### src/hw/rtl/pit_pkg.sv
// package for the points in triangle counter
// sizes, arithmetic widths, controller states and command/status structs
// no dependencies
package pit_pkg;

    localparam int MAX_POINTS = 1024;
    localparam int COORD_BITS = 16;

    localparam int COORD_IN_W = 16;
    localparam int IDX_W      = 10;
    localparam int CNT_OUT_W  = 11;

    localparam int PTR_W = $clog2(MAX_POINTS);
    localparam int CNT_W = $clog2(MAX_POINTS + 1);

    localparam int E_W  = COORD_BITS + 1;
    localparam int S_W  = COORD_BITS + 2;
    localparam int P_W  = 2 * COORD_BITS;
    localparam int EC_W = 2 * COORD_BITS + 1;
    localparam int Q_W  = 2 * COORD_BITS + 1;
    localparam int MP_W = 2 * COORD_BITS + 3;
    localparam int M_W  = 2 * COORD_BITS + 3;
    localparam int MC_W = 2 * COORD_BITS + 5;

    localparam logic OP_LOAD  = 1'b0;
    localparam logic OP_QUERY = 1'b1;

    typedef logic signed [COORD_BITS-1:0] t_coord;

    typedef enum logic [3:0] {
        ST_IDLE,
        ST_RD_A,
        ST_RD_B,
        ST_RD_C,
        ST_CAP_C,
        ST_COEF1,
        ST_COEF2,
        ST_CENT1,
        ST_CENT2,
        ST_SWEEP,
        ST_DRAIN,
        ST_FINISH
    } t_state;

    typedef enum logic [1:0] {
        SRC_A,
        SRC_B,
        SRC_C,
        SRC_SWEEP
    } t_rd_src;

    typedef struct packed {
        logic       load_we;
        logic       start;
        logic       rd_en;
        t_rd_src    rd_src;
        logic [2:0] cap_v;
        logic       coef1;
        logic       coef2;
        logic       cent1;
        logic       cent2;
        logic       sweep_rd;
        logic       out_load;
    } t_cmd;

    typedef struct packed {
        logic full;
        logic bad;
        logic sweep_last;
        logic pipe_busy;
        logic out_free;
    } t_status;

endpackage

### src/hw/rtl/pit_ctrl.sv
// controller state machine: load handling, query sequencing, result hand-off
// depends on pit_pkg
module pit_ctrl (
    input  logic             i_clk,
    input  logic             i_rst_n,
    input  logic             i_in_valid,
    input  logic             i_in_op,
    output logic             o_in_ready,
    input  pit_pkg::t_status i_status,
    output pit_pkg::t_cmd    o_cmd
);

    pit_pkg::t_state r_state;
    pit_pkg::t_state n_state;

    always_ff @(posedge i_clk) begin
        if (!i_rst_n) begin
            r_state <= pit_pkg::ST_IDLE;
        end else begin
            r_state <= n_state;
        end
    end

    always_comb begin
        n_state = r_state;
        case (r_state)
            pit_pkg::ST_IDLE: begin
                if (i_in_valid && (i_in_op == pit_pkg::OP_QUERY)) begin
                    n_state = i_status.bad ? pit_pkg::ST_FINISH : pit_pkg::ST_RD_A;
                end
            end
            pit_pkg::ST_RD_A:  n_state = pit_pkg::ST_RD_B;
            pit_pkg::ST_RD_B:  n_state = pit_pkg::ST_RD_C;
            pit_pkg::ST_RD_C:  n_state = pit_pkg::ST_CAP_C;
            pit_pkg::ST_CAP_C: n_state = pit_pkg::ST_COEF1;
            pit_pkg::ST_COEF1: n_state = pit_pkg::ST_COEF2;
            pit_pkg::ST_COEF2: n_state = pit_pkg::ST_CENT1;
            pit_pkg::ST_CENT1: n_state = pit_pkg::ST_CENT2;
            pit_pkg::ST_CENT2: n_state = pit_pkg::ST_SWEEP;
            pit_pkg::ST_SWEEP: begin
                if (i_status.sweep_last) begin
                    n_state = pit_pkg::ST_DRAIN;
                end
            end
            pit_pkg::ST_DRAIN: begin
                if (!i_status.pipe_busy) begin
                    n_state = pit_pkg::ST_FINISH;
                end
            end
            pit_pkg::ST_FINISH: begin
                if (i_status.out_free) begin
                    n_state = pit_pkg::ST_IDLE;
                end
            end
            default: n_state = pit_pkg::ST_IDLE;
        endcase
    end

    always_comb begin
        o_cmd      = '0;
        o_in_ready = 1'b0;
        case (r_state)
            pit_pkg::ST_IDLE: begin
                o_in_ready = 1'b1;
                if (i_in_valid) begin
                    if (i_in_op == pit_pkg::OP_LOAD) begin
                        o_cmd.load_we = !i_status.full;
                    end else begin
                        o_cmd.start = 1'b1;
                    end
                end
            end
            pit_pkg::ST_RD_A: begin
                o_cmd.rd_en  = 1'b1;
                o_cmd.rd_src = pit_pkg::SRC_A;
            end
            pit_pkg::ST_RD_B: begin
                o_cmd.rd_en  = 1'b1;
                o_cmd.rd_src = pit_pkg::SRC_B;
                o_cmd.cap_v  = 3'b001;
            end
            pit_pkg::ST_RD_C: begin
                o_cmd.rd_en  = 1'b1;
                o_cmd.rd_src = pit_pkg::SRC_C;
                o_cmd.cap_v  = 3'b010;
            end
            pit_pkg::ST_CAP_C: o_cmd.cap_v = 3'b100;
            pit_pkg::ST_COEF1: o_cmd.coef1 = 1'b1;
            pit_pkg::ST_COEF2: o_cmd.coef2 = 1'b1;
            pit_pkg::ST_CENT1: o_cmd.cent1 = 1'b1;
            pit_pkg::ST_CENT2: o_cmd.cent2 = 1'b1;
            pit_pkg::ST_SWEEP: begin
                o_cmd.rd_en    = 1'b1;
                o_cmd.rd_src   = pit_pkg::SRC_SWEEP;
                o_cmd.sweep_rd = 1'b1;
            end
            pit_pkg::ST_DRAIN: begin
                o_cmd = '0;
            end
            pit_pkg::ST_FINISH: o_cmd.out_load = i_status.out_free;
            default: o_cmd = '0;
        endcase
    end

endmodule

### config.mk
export PLATFORM = sky130hd
export DESIGN_NAME = pit_ctrl
export DESIGN_NICKNAME = d
export VERILOG_FILES = /design/src/hw/rtl/pit_pkg.sv /design/src/hw/rtl/pit_ctrl.sv
export SDC_FILE = /design/constraint.sdc
export NUM_CORES = 1
export LEC_CHECK = 0
export ABC_CLOCK_PERIOD_IN_PS = 3500
export BUFFER_PORTS_ARGS = -buffer_cell sky130_fd_sc_hd__buf_2
export CORE_AREA = 2 2 39 41
export DETAILED_ROUTE_END_ITERATION = 7
export DIE_AREA = 0 0 41 43
export HOLD_SLACK_MARGIN = 0.05
export SYNTH_ARGS = -nofsm -noshare
export SYNTH_HDL_FRONTEND = slang
export SYNTH_SLANG_ARGS = --single-unit
export TNS_END_PERCENT = 30
### constraint.sdc
create_clock -name i_clk -period 3.5 [get_ports i_clk]
set_clock_uncertainty 0.05 [all_clocks]
set_input_delay 0.35 -clock i_clk [delete_from_list [all_inputs] [get_ports i_clk]]
set_output_delay 0.35 -clock i_clk [all_outputs]
set_load 0.01 [all_outputs]
# Word level (Yosys, flattened, before mapping)
# Cells that the tools add are included.
[word_totals] out_inout_bits=15 input_bits=9 reg_bits=4 wordCells=39
[op_classes] mux=19 eq_ne=15 n_reduce_logical=4
[ops] cell="one-hot mux 4 bit (12 select lines)" n=1
[ops] cell="2-to-1 mux 4 bit" n=5
[ops] cell="equality test 4 x 3 -> 1 bit (second input constant)" n=4
[ops] cell="equality test 4 bit (second input constant)" n=4
[ops] cell="one-hot mux 3 bit (4 select lines)" n=1
[ops] cell="2-to-1 mux 1 bit" n=9
[ops] cell="one-hot mux 3 bit (3 select lines)" n=1
[ops] cell="equality test 4 x 2 -> 1 bit (second input constant)" n=2
[ops] cell="inequality test 2 bit (second input constant)" n=4
[ops] cell="equality test 4 x 1 -> 1 bit (second input constant)" n=1
[ops] cell="logical NOT 4 bit" n=1
[ops] cell="2-to-1 mux 2 bit" n=2
[ops] cell="AND reduction 4 bit" n=1
[ops] cell="logical AND 1 bit" n=1
[ops] cell="logical NOT 1 bit" n=1

# Depth between registers and ports, before layout
# Gate-level depths: netlist of run 1.
[depth] ltp_word=4 mapped_depth=5 mapped_depth_nobuf=4

# Least setup slack after synthesis of run 1
# Ideal clock, no wire load.
[synth_timing] path_type="reg2out" startpoint="reg r_state[2]" endpoint="out o_cmd[9] (netlist name)" required_ns=3.100 stages_incl_launch_ff=4 path_slack_ns=2.034 n_path_buf=1 arrival_time_ns=1.066 cell_sequence="dfxtp_1 > buf_2 > nor3_1 > or2_1"
[synth_lines] element="start, declared" line="pit_ctrl.sv:13" source="pit_pkg::t_state r_state;"
[synth_lines] element="start signal, assigned" line="pit_ctrl.sv:18" source="r_state <= pit_pkg::ST_IDLE;"
[synth_lines] element="start signal, assigned" line="pit_ctrl.sv:20" source="r_state <= n_state;"
[synth_lines] element="end, declared" line="pit_ctrl.sv:10" source="output pit_pkg::t_cmd o_cmd"

==> results of run 1 <==
[cell families after synthesis]
kind of cell / share of synthesized area [%]
AOI/OAI and AO/OA: 18.0
and+or+nand+nor: 47.8
DFF: 18.6
buffers and inverters: 9.28
muxes: 2.32
xor gates and xnor gates: 4.06
[placed cells by master, fill, tap and decap left out]
master and n:
nand2_1 8, nor2b_1 3, nor2_2 2, nand2b_1 3, a311oi_2 1, xor2_1 1
xnor2_1 1, o211a_1 1, a21oi_1 1, nor3b_1 2, or2_1 1, nor4_2 1
a211oi_1 2, o21ai_0 2, o21ai_1 2, nor3_1 5, nand2_2 1, inv_1 3
o31ai_2 1, dfxtp_1 4, buf_2 23, nand4_1 1, nor2_1 10, mux2i_1 1
clkbuf_4 3, nor4b_1 2
[power by group]
part | internal [W] | total, W | switching (W)
Sequential | 0.0000649 | 0.000138 | 0.0000732
Combinational | 0.000120 | 0.000255 | 0.000135
Clock | 0.0000384 | 0.0000576 | 0.0000192
[through the flow]
| step | hold WS [ns] | power [W] | util, % |
|---|---|---|---|
| after floorplan | 0.418 | 0.000332 | - |
| after global placement | 0.572 | 0.000395 | 38.9 |
| after detailed placement | 0.568 | 0.000397 | 38.9 |
| after CTS | 0.321 | 0.000457 | 40.5 |
| after global routing | 0.327 | 0.000501 | 40.5 |
| final | 0.329 | 0.000451 | 40.5 |
[worst paths after layout]
check / start / endpoint / slack, ns / cells after the start
worst min register to register: r_state[0]$_SDFFE_PN0P_ / r_state[0]$_SDFFE_PN0P_ / 0.60 / 2
worst max register to register: r_state[3]$_SDFFE_PN0P_ / r_state[3]$_SDFFE_PN0P_ / 1.97 / 4
worst max-delay path: r_state[2]$_SDFFE_PN0P_ / o_cmd[9] / 1.58 / 4
worst min-delay path: i_rst_n / r_state[1]$_SDFFE_PN0P_ / 0.33 / 3
[final cells by class]
cell class              count  share of cell area, %
multi-input cells          52                   55.6
repair buffers             23                   20.5
flip-flops and latches      4                   14.3
clock buffers               3                   4.02
well taps                  16                   3.57
inverters                   3                   2.01
[per-layer routing]
layer / GRT usage, % / wire length, microns / up-vias
met5: 0 / 0 / -
met4: 9.33 / 0 / 0
met3: 4.71 / 30 / 0
met2: 20.3 / 467 / 9
met1: 14.8 / 484 / 221
li1: - / - / 263
[worst max-delay path: stages, from the launching register on]
cell and delay [ns]:
dfxtp_1 0.67, nand2b_1 0.21, nor3_1 0.06, or2_1 0.22
buf_2 0.13
==> results by group, run 1 <==
Clock network
  – CTS tree: done
  – Worst-Skew Late Latency: 0.24 ns
  – Register clock-pin slew on the reported worst setup and hold paths: 0.04 ns
  – CTS Sinks: 4
  – Postcts setup bufs: 0
  – Num CTS Buffers: 3
  – Root Driver: clkbuf_4
  – Post-CTS sizing: 0
  – Hold buffers post-CTS: 0
  – Maximum buffer depth of the clock tree: 2
  – H-tree levels: 1

Layout
  – Reg with most FFs: r_state
  – Antenna Cells: 0
  – Area of the multi-input gates: 312 sq um
  – Non-Filler Instances: 101
  – Max reg flops: 4
  – Biggest regs: r_state x4
  – Share of layout cells above drive strength 1: 37.6%
  – Post-layout nets: 96
  – Cell area after layout: 561 sq um
  – Area Growth Syn to Fin: 29.9%
  – FF/Latch Area: 80.1 sq um
  – Filler cells: 153

Placement
  – HPWL Detailed: 740 microns
  – Routability cong.: 0.739
  – Placement Setup Slack: 1.84 ns
  – IO Port Bufs: 23
  – Placed insts: 98
  – Area after DPL: 538 sq um

Floorplanning
  – Initial Util: 31.2%
  – Core Region: 1380 sq um
  – FP Rows: 14
  – Die W: 41 microns
  – Die Height: 43 microns
  – # IOs: 24
  – Die area: 1760 sq um

Power and ir drop
  – Peak supply drop: 269 uV
  – Cell Pwr Density: 804 nW/um^2
  – Pleak: 0.283 nW

Yosys
  – Top-count cell post-synth: nor2_1
  – Synth Cell Area: 432 sq um
  – Synth top cells by count: nor2_1, nand2_1, nor3_1, dfxtp_1
  – Post-synthesis instance total: 63
  – Yosys cell types: 27
  – Mapped Nets: 72
  – Largest cells by area after synthesis: dfxtp_1, nor2_1, nand2_1
  – Top cell type's share of synthesized area: 18.6%
  – Seq/Total Area, Yosys: 18.6%
  – Synthesized area per cell: 6.85 sq um
  – Yosys warns: 0
  – Post-synth EDFFs: 0
  – Post-synth top flop: dfxtp_1
  – Synth area leader: dfxtp_1
  – Asr flop ratio synth: 0%
  – #FFs+latches synth: 4

Setup path
  – Critical Path End Type: output pin
  – Worst EP required: 3.10 ns
  – Crit-path max FO: 16
  – CP arrival: 1.52 ns
  – Kind of critical path: reg -> out
  – CP startpoint kind: flop

STA
  – Tmin final: 1.92 ns
  – Final Hold Vio Count: 0
  – Post-route setup slack: 1.58 ns
  – Fin crit share: 55.0%
  – Max-slew violation count: 0
  – Fmax: 520 MHz
  – Worst Max-Slew Pin Slew: 0.574 ns
  – Final setup vio count: 0
  – Final TNS setup: 0 ns
  – Rel. slew slack: 61.7%
  – Unrepaired setup endpoints after global routing: false

Route
  – Number of vias per cell: 4.88
  – DRC: 0
  – Router iterations before antenna repair: 4
  – Detailed-route via count: 493
  – WL/cell: 9.72 microns
  – Drt initial violations: 4
  – Post-Route WL: 982 microns
  – Post-route ant nets: 0

GRT
  – Vias in the first global route: 425
  – Global Route Usage Sum: 13.5%
  – Largest net degree at the start of global routing: 17
  – Initial antenna violation count: 0
  – First-pass GRT wire length: 1590 microns
  – Global route total overflow: 0

Worst hold path
  – Min-delay worst type: in -> reg

Status
  – Status: complete, no violations

Run
  – Max-cap violations: 0
Note: power is estimated with default switching activity, not from simulation.
==> run 2: changes to the inputs <==
--- a/config.mk
+++ b/config.mk
@@ -5,7 +5,7 @@
 export SDC_FILE = /design/constraint.sdc
 export NUM_CORES = 1
 export LEC_CHECK = 0
-export ABC_CLOCK_PERIOD_IN_PS = 3500
+export ABC_CLOCK_PERIOD_IN_PS = 1600
 export BUFFER_PORTS_ARGS = -buffer_cell sky130_fd_sc_hd__buf_2
 export CORE_AREA = 2 2 39 41
 export DETAILED_ROUTE_END_ITERATION = 7
==> constraint.sdc (replaced) <==
create_clock -name i_clk -period 1.6 [get_ports i_clk]
set_clock_uncertainty 0.05 [all_clocks]
set_input_delay 0.16 -clock i_clk [delete_from_list [all_inputs] [get_ports i_clk]]
set_output_delay 0.16 -clock i_clk [all_outputs]
set_load 0.01 [all_outputs]
==> run 2 against run 1 <==
Critical path depth stayed put. Total power is 140% higher. Die area stayed put. Count of clock-buffer cells in the layout stayed put.
==> results by group, run 2 (synthesis gave the netlist of run 1 again) <==
STA
  – Final setup vio count: 0
  – Final Hold Vio Count: 0
  – Post-route setup slack: 0.0999 ns
  – Worst Max-Slew Pin Slew: 0.367 ns
  – Fin crit share: 93.8%
  – Unrepaired setup endpoints after global routing: false
  – Final TNS setup: 0 ns
  – Fmax: 667 MHz
  – Tmin final: 1.50 ns
  – Max-slew violation count: 0
  – Rel. slew slack: 75.3%

Setup path
  – FF-to-FF Start: r_state[3]$_SDFFE_PN0P_
  – R2r endpoint: r_state[3]$_SDFFE_PN0P_
  – CP startpoint kind: flop
  – Depth of the most critical reg-to-reg path: 5
  – Critical Path End Type: output pin
  – Crit-path max FO: 8
  – R2R Setup Slk: 0.25 ns
  – Worst EP required: 1.39 ns
  – Kind of critical path: reg -> out
  – CP arrival: 1.29 ns

Power and ir drop
  – Cell Pwr Density: 1790 nW/um^2
  – Pleak: 0.302 nW
  – Peak supply drop: 545 uV

Worst hold path
  – Min-delay worst type: in -> reg
  – Hold depth: 3
  – Worst Hold Launch: i_rst_n
  – Hold EP: r_state[1]$_SDFFE_PN0P_

Layout
  – Max reg flops: 4
  – Most frequent cells in the layout: buf_2, nor2_1, nand2_1
  – Fin util: 43.0%
  – Reg with most FFs: r_state
  – Area of the multi-input gates: 320 sq um
  – Area Growth Syn to Fin: 38.0%
  – Filler cells: 144
  – Post-layout nets: 99
  – Antenna Cells: 0
  – Biggest regs: r_state x4
  – Most common cell after layout, fill and taps aside: buf_2
  – FF/Latch Area: 83.8 sq um
  – Share of layout cells above drive strength 1: 45.5%

Placement
  – Placement Setup Slack: 0.180 ns
  – HPWL Detailed: 894 microns
  – Routability cong.: 0.814
  – IO Port Bufs: 23

GRT
  – Global Route Usage Sum: 14.6%
  – Largest net degree at the start of global routing: 15
  – Global route total overflow: 0
  – Vias in the first global route: 437
  – First-pass GRT wire length: 1760 microns
  – Initial antenna violation count: 0

Status
  – Status: complete, no violations

Clock network
  – Postcts setup bufs: 0
  – Worst-Skew Late Latency: 0.23 ns
  – Num CTS Buffers: 3
  – CTS tree: done
  – Hold buffers post-CTS: 0
  – CTS Sinks: 4
  – H-tree levels: 1
  – Post-CTS sizing: 1
  – Root Driver: clkbuf_4
  – Maximum buffer depth of the clock tree: 2
  – Register clock-pin slew on the reported worst setup and hold paths: 0.04 ns

Route
  – DRC: 0
  – Post-route ant nets: 0
  – Detailed-route via count: 530
  – WL/cell: 11.1 microns
  – Post-Route WL: 1150 microns
  – Router iterations before antenna repair: 4
  – Drt initial violations: 17
  – Number of vias per cell: 5.10

Floorplanning
  – Die Height: 43 microns
  – Core Region: 1380 sq um
  – Initial Util: 31.2%
  – FP Rows: 14
  – Die area: 1760 sq um
  – Die W: 41 microns
  – # IOs: 24

Run
  – Max-cap violations: 0
[run 2: cell types whose count changed in the layout (fill, tap and decap cells not counted)]
cell	change
nor4b_1	-1
nor4b_2	+1
dfxtp_1	-3
dfxtp_2	+3
nor2_2	+1
buf_4	+3
nor2_1	-1
[run 2: power by group]
group	internal, W	leakage [nW]	switching, W
combinational	0.000300	0.255	0.000364
clock	0.0000840	0.0138	0.0000429
sequential	0.000151	0.0339	0.000123
total	0.000536	0.302	0.000529
[run 2: per-layer routing]
layer / wire length, microns / GRT usage [%]
met4: 14 / 8.00
met2: 541 / 22.8
met5: 0 / 0
met1: 500 / 18.3
met3: 94 / 1.57
[run 2: area by class of cell]
class | count | area share (%)
flip-flops and latches | 4 | 14.1
multi-input cells | 52 | 53.8
inverters | 3 | 1.89
repair buffers | 26 | 23.1
well taps | 16 | 3.36
clock buffers | 3 | 3.78
[run 2: worst max-delay path, cell delays in order, from the launching register on]
cell and delay, ns:
dfxtp_1 0.50, nand2b_1 0.17, nor3_1 0.05, or2_1 0.20, buf_2 0.13
[run 2: per-stage QoR]
stage | power, W | hold slack [ns] | instances | instance area, sq um
global placement | 0.000909 | 0.387 | 101 | 561
global route | 0.00116 | 0.139 | 104 | 596
floorplan | 0.000727 | 0.228 | 63 | 432
detailed placement | 0.000920 | 0.372 | 101 | 561
finish | 0.00106 | 0.134 | 104 | 596
CTS | 0.00105 | 0.129 | 104 | 584
[run 2: worst max path at each step]
stage,start,cells after the start,endpoint,slack [ns]
CTS,r_state[0]$_SDFFE_PN0P_,4,o_cmd[9],0.02
global placement,r_state[0]$_SDFFE_PN0P_,4,r_state[3]$_SDFFE_PN0P_,0.22
global route,r_state[2]$_SDFFE_PN0P_,4,o_cmd[9],0.006
finish,r_state[2]$_SDFFE_PN0P_,4,o_cmd[9],0.1
detailed placement,r_state[1]$_SDFFE_PN0P_,4,r_state[3]$_SDFFE_PN0P_,0.18
floorplan,r_state[2]$_SDFFE_PN0P_,3,o_cmd[9],0.32
==> run 3: changes to the inputs <==
--- a/config.mk
+++ b/config.mk
@@ -5,6 +5,7 @@
 export SDC_FILE = /design/constraint.sdc
 export NUM_CORES = 1
 export LEC_CHECK = 0
+export ABC_AREA = 1
 export ABC_CLOCK_PERIOD_IN_PS = 1600
 export BUFFER_PORTS_ARGS = -buffer_cell sky130_fd_sc_hd__buf_2
 export CORE_AREA = 2 2 39 41
@@ -14,4 +15,3 @@
 export SYNTH_ARGS = -nofsm -noshare
 export SYNTH_HDL_FRONTEND = slang
 export SYNTH_SLANG_ARGS = --single-unit
-export TNS_END_PERCENT = 30
==> run 3 against run 2 <==
Cell area fell by 6.3%. Non-clock buffer count fell by 2. Global-route usage fell by 2.9 points. First-iteration DRC count fell by 47%. Critical endpoint is now o_cmd[13].
==> results by group, run 3 <==
Status
  – Status: complete, no violations

Route
  – Post-Route WL: 1020 microns
  – Drt initial violations: 9
  – Number of vias per cell: 4.48
  – DRC: 0
  – WL/cell: 9.22 microns
  – Detailed-route via count: 497
  – Router iterations before antenna repair: 4
  – Post-route ant nets: 0

GRT
  – First-pass GRT wire length: 1440 microns
  – Global Route Usage Sum: 11.6%
  – Vias in the first global route: 379
  – Largest net degree at the start of global routing: 8
  – Global route total overflow: 0
  – Initial antenna violation count: 0

Layout
  – Cell area after layout: 558 sq um
  – Max reg flops: 4
  – Reg with most FFs: r_state
  – Share of layout cells above drive strength 1: 45.3%
  – Biggest regs: r_state x4
  – Post-layout nets: 106
  – Most frequent cells in the layout: buf_2, nand2_1, inv_1
  – Most common cell after layout, fill and taps aside: buf_2
  – Area Growth Syn to Fin: 49.7%
  – Antenna Cells: 0

Floorplanning
  – Core Region: 1380 sq um
  – # IOs: 24
  – FP Rows: 14
  – Die W: 41 microns
  – Die Height: 43 microns
  – Die area: 1760 sq um
  – Initial Util: 26.9%

Yosys
  – Synthesized area per cell: 5.48 sq um
  – Synth top cells by count: inv_1, nand2_1, nor2_1, nand3_1
  – Synth Cell Area: 373 sq um
  – #FFs+latches synth: 4
  – Asr flop ratio synth: 0%
  – Post-synth top flop: dfxtp_1
  – Post-synthesis instance total: 68
  – Seq/Total Area, Yosys: 21.5%
  – Synth area leader: dfxtp_1
  – Yosys warns: 0
  – Mapped Nets: 77
  – Largest cells by area after synthesis: dfxtp_1, inv_1, nand2_1
  – Post-synth EDFFs: 0
  – Top cell type's share of synthesized area: 21.5%
  – Yosys cell types: 14

Setup path
  – Critical Path End: o_cmd[13]
  – Depth of the most critical reg-to-reg path: 8
  – Worst EP required: 1.39 ns
  – Kind of critical path: reg -> out
  – R2r endpoint: r_state[0]$_SDFFE_PN0P_
  – R2R Setup Slk: 0.41 ns
  – Crit-path max FO: 4
  – FF-to-FF Start: r_state[1]$_SDFFE_PN0P_
  – Critical Path End Type: output pin
  – CP startpoint kind: flop
  – CP arrival: 1.31 ns
  – CP Launch Point: r_state[1]$_SDFFE_PN0P_

STA
  – Fmax: 658 MHz
  – Tmin final: 1.52 ns
  – Worst Max-Slew Pin Slew: 0.170 ns
  – Final Hold Vio Count: 0
  – Final setup vio count: 0
  – Post-route setup slack: 0.0803 ns
  – Fin crit share: 95.0%
  – Max-slew violation count: 0
  – Rel. slew slack: 88.6%
  – Hold WS: 0.143 ns
  – Final TNS setup: 0 ns

Placement
  – Area after DPL: 508 sq um
  – Routability cong.: 0.799
  – HPWL Detailed: 811 microns
  – IO Port Bufs: 23
  – Placement Setup Slack: 0.254 ns

Power and ir drop
  – Power, Total: 0.00101 W
  – Peak supply drop: 700 uV
  – Cell Pwr Density: 1810 nW/um^2
  – Pleak: 0.329 nW

Clock network
  – CTS Sinks: 4
  – CTS tree: done
  – H-tree levels: 1
  – Hold buffers post-CTS: 0
  – Num CTS Buffers: 3
  – Root Driver: clkbuf_4
  – Register clock-pin slew on the reported worst setup and hold paths: 0.04 ns
  – Worst-Skew Late Latency: 0.23 ns
  – Maximum buffer depth of the clock tree: 2

Worst hold path
  – Min-delay worst type: in -> reg

Run
  – Max-cap violations: 0
==> run 3: changes by cell type after synthesis, sizes merged, moves of 4 or more <==
cell / previous run / this run
buf: 4 / 0
nand3: 0 / 6
nand2: 9 / 15
nor3: 5 / 1
nor2: 12 / 17
inv: 3 / 15
==> run 3: cells by family (layout without fill, tap and decap cells) <==
| kind of cell | Yosys count | in the layout | synth area share (%) |
|---|---|---|---|
| AND/OR/NAND/NOR | 41 | 41 | 52.7 |
| buffers and inverters | 15 | 42 | 15.1 |
| AO/OA/AOI/OAI | 8 | 8 | 10.7 |
| flip-flops | 4 | 4 | 21.5 |
==> run 3: worst max-delay path: stages, from the launching register on <==
cell and delay, ns:
dfxtp_2 0.34, nor2_4 0.14, inv_2 0.08, nor2_4 0.11, inv_1 0.06, nor4b_2 0.19, buf_2 0.16
==> run 3: final cells by class <==
type | instances | area [sq um]
repair buffers | 24 | 123
multi-input cells | 49 | 251
inverters | 15 | 56.3
well taps | 16 | 20.0
flip-flops and latches | 4 | 85.1
fillers | 164 | 826
clock buffers | 3 | 22.5
==> run 3: how the worst min path moves through the flow <==
| stage | endpoint | cells after the start | start |
|---|---|---|---|
| after floorplan | r_state[0]$_SDFFE_PN0P_ | 2 | i_rst_n |
| after global placement | r_state[0]$_SDFFE_PN0P_ | 3 | i_rst_n |
| after detailed placement | r_state[0]$_SDFFE_PN0P_ | 3 | i_rst_n |
| after CTS | r_state[0]$_SDFFE_PN0P_ | 3 | i_rst_n |
| after global routing | r_state[0]$_SDFFE_PN0P_ | 3 | i_rst_n |
| final | r_state[0]$_SDFFE_PN0P_ | 3 | i_rst_n |
==> run 3: report_power, final <==
| group | internal (W) | total, W | leakage (nW) | switching (W) |
|---|---|---|---|---|
| Combinational | 0.000262 | 0.000682 | 0.281 | 0.000421 |
| Sequential | 0.000148 | 0.000205 | 0.0344 | 0.0000573 |
| Clock | 0.0000837 | 0.000122 | 0.0138 | 0.0000381 |
| Total | 0.000493 | 0.00101 | 0.329 | 0.000516 |
==> run 3: repair_timing <==
action,CTS,global route
endpoints found under the setup margin,0,4
buffers inserted,0,1
gates resized for setup,0,9
==> run 3: stage by stage <==
stage,std cells,util (%)
detailed placement,107,36.7
CTS,110,38.3
global route,111,40.3
floorplan,68,-
finish,111,40.3
global placement,107,36.7
==> run 3: routing by layer <==
layer | vias to the layer above | GRT usage (%) | part of all wire [%]
met5 | - | 0 | 0
met4 | 0 | 6.00 | 0
met3 | 0 | 1.57 | 8.4
met2 | 26 | 16.3 | 48
met1 | 210 | 16.7 | 43
li1 | 261 | - | -
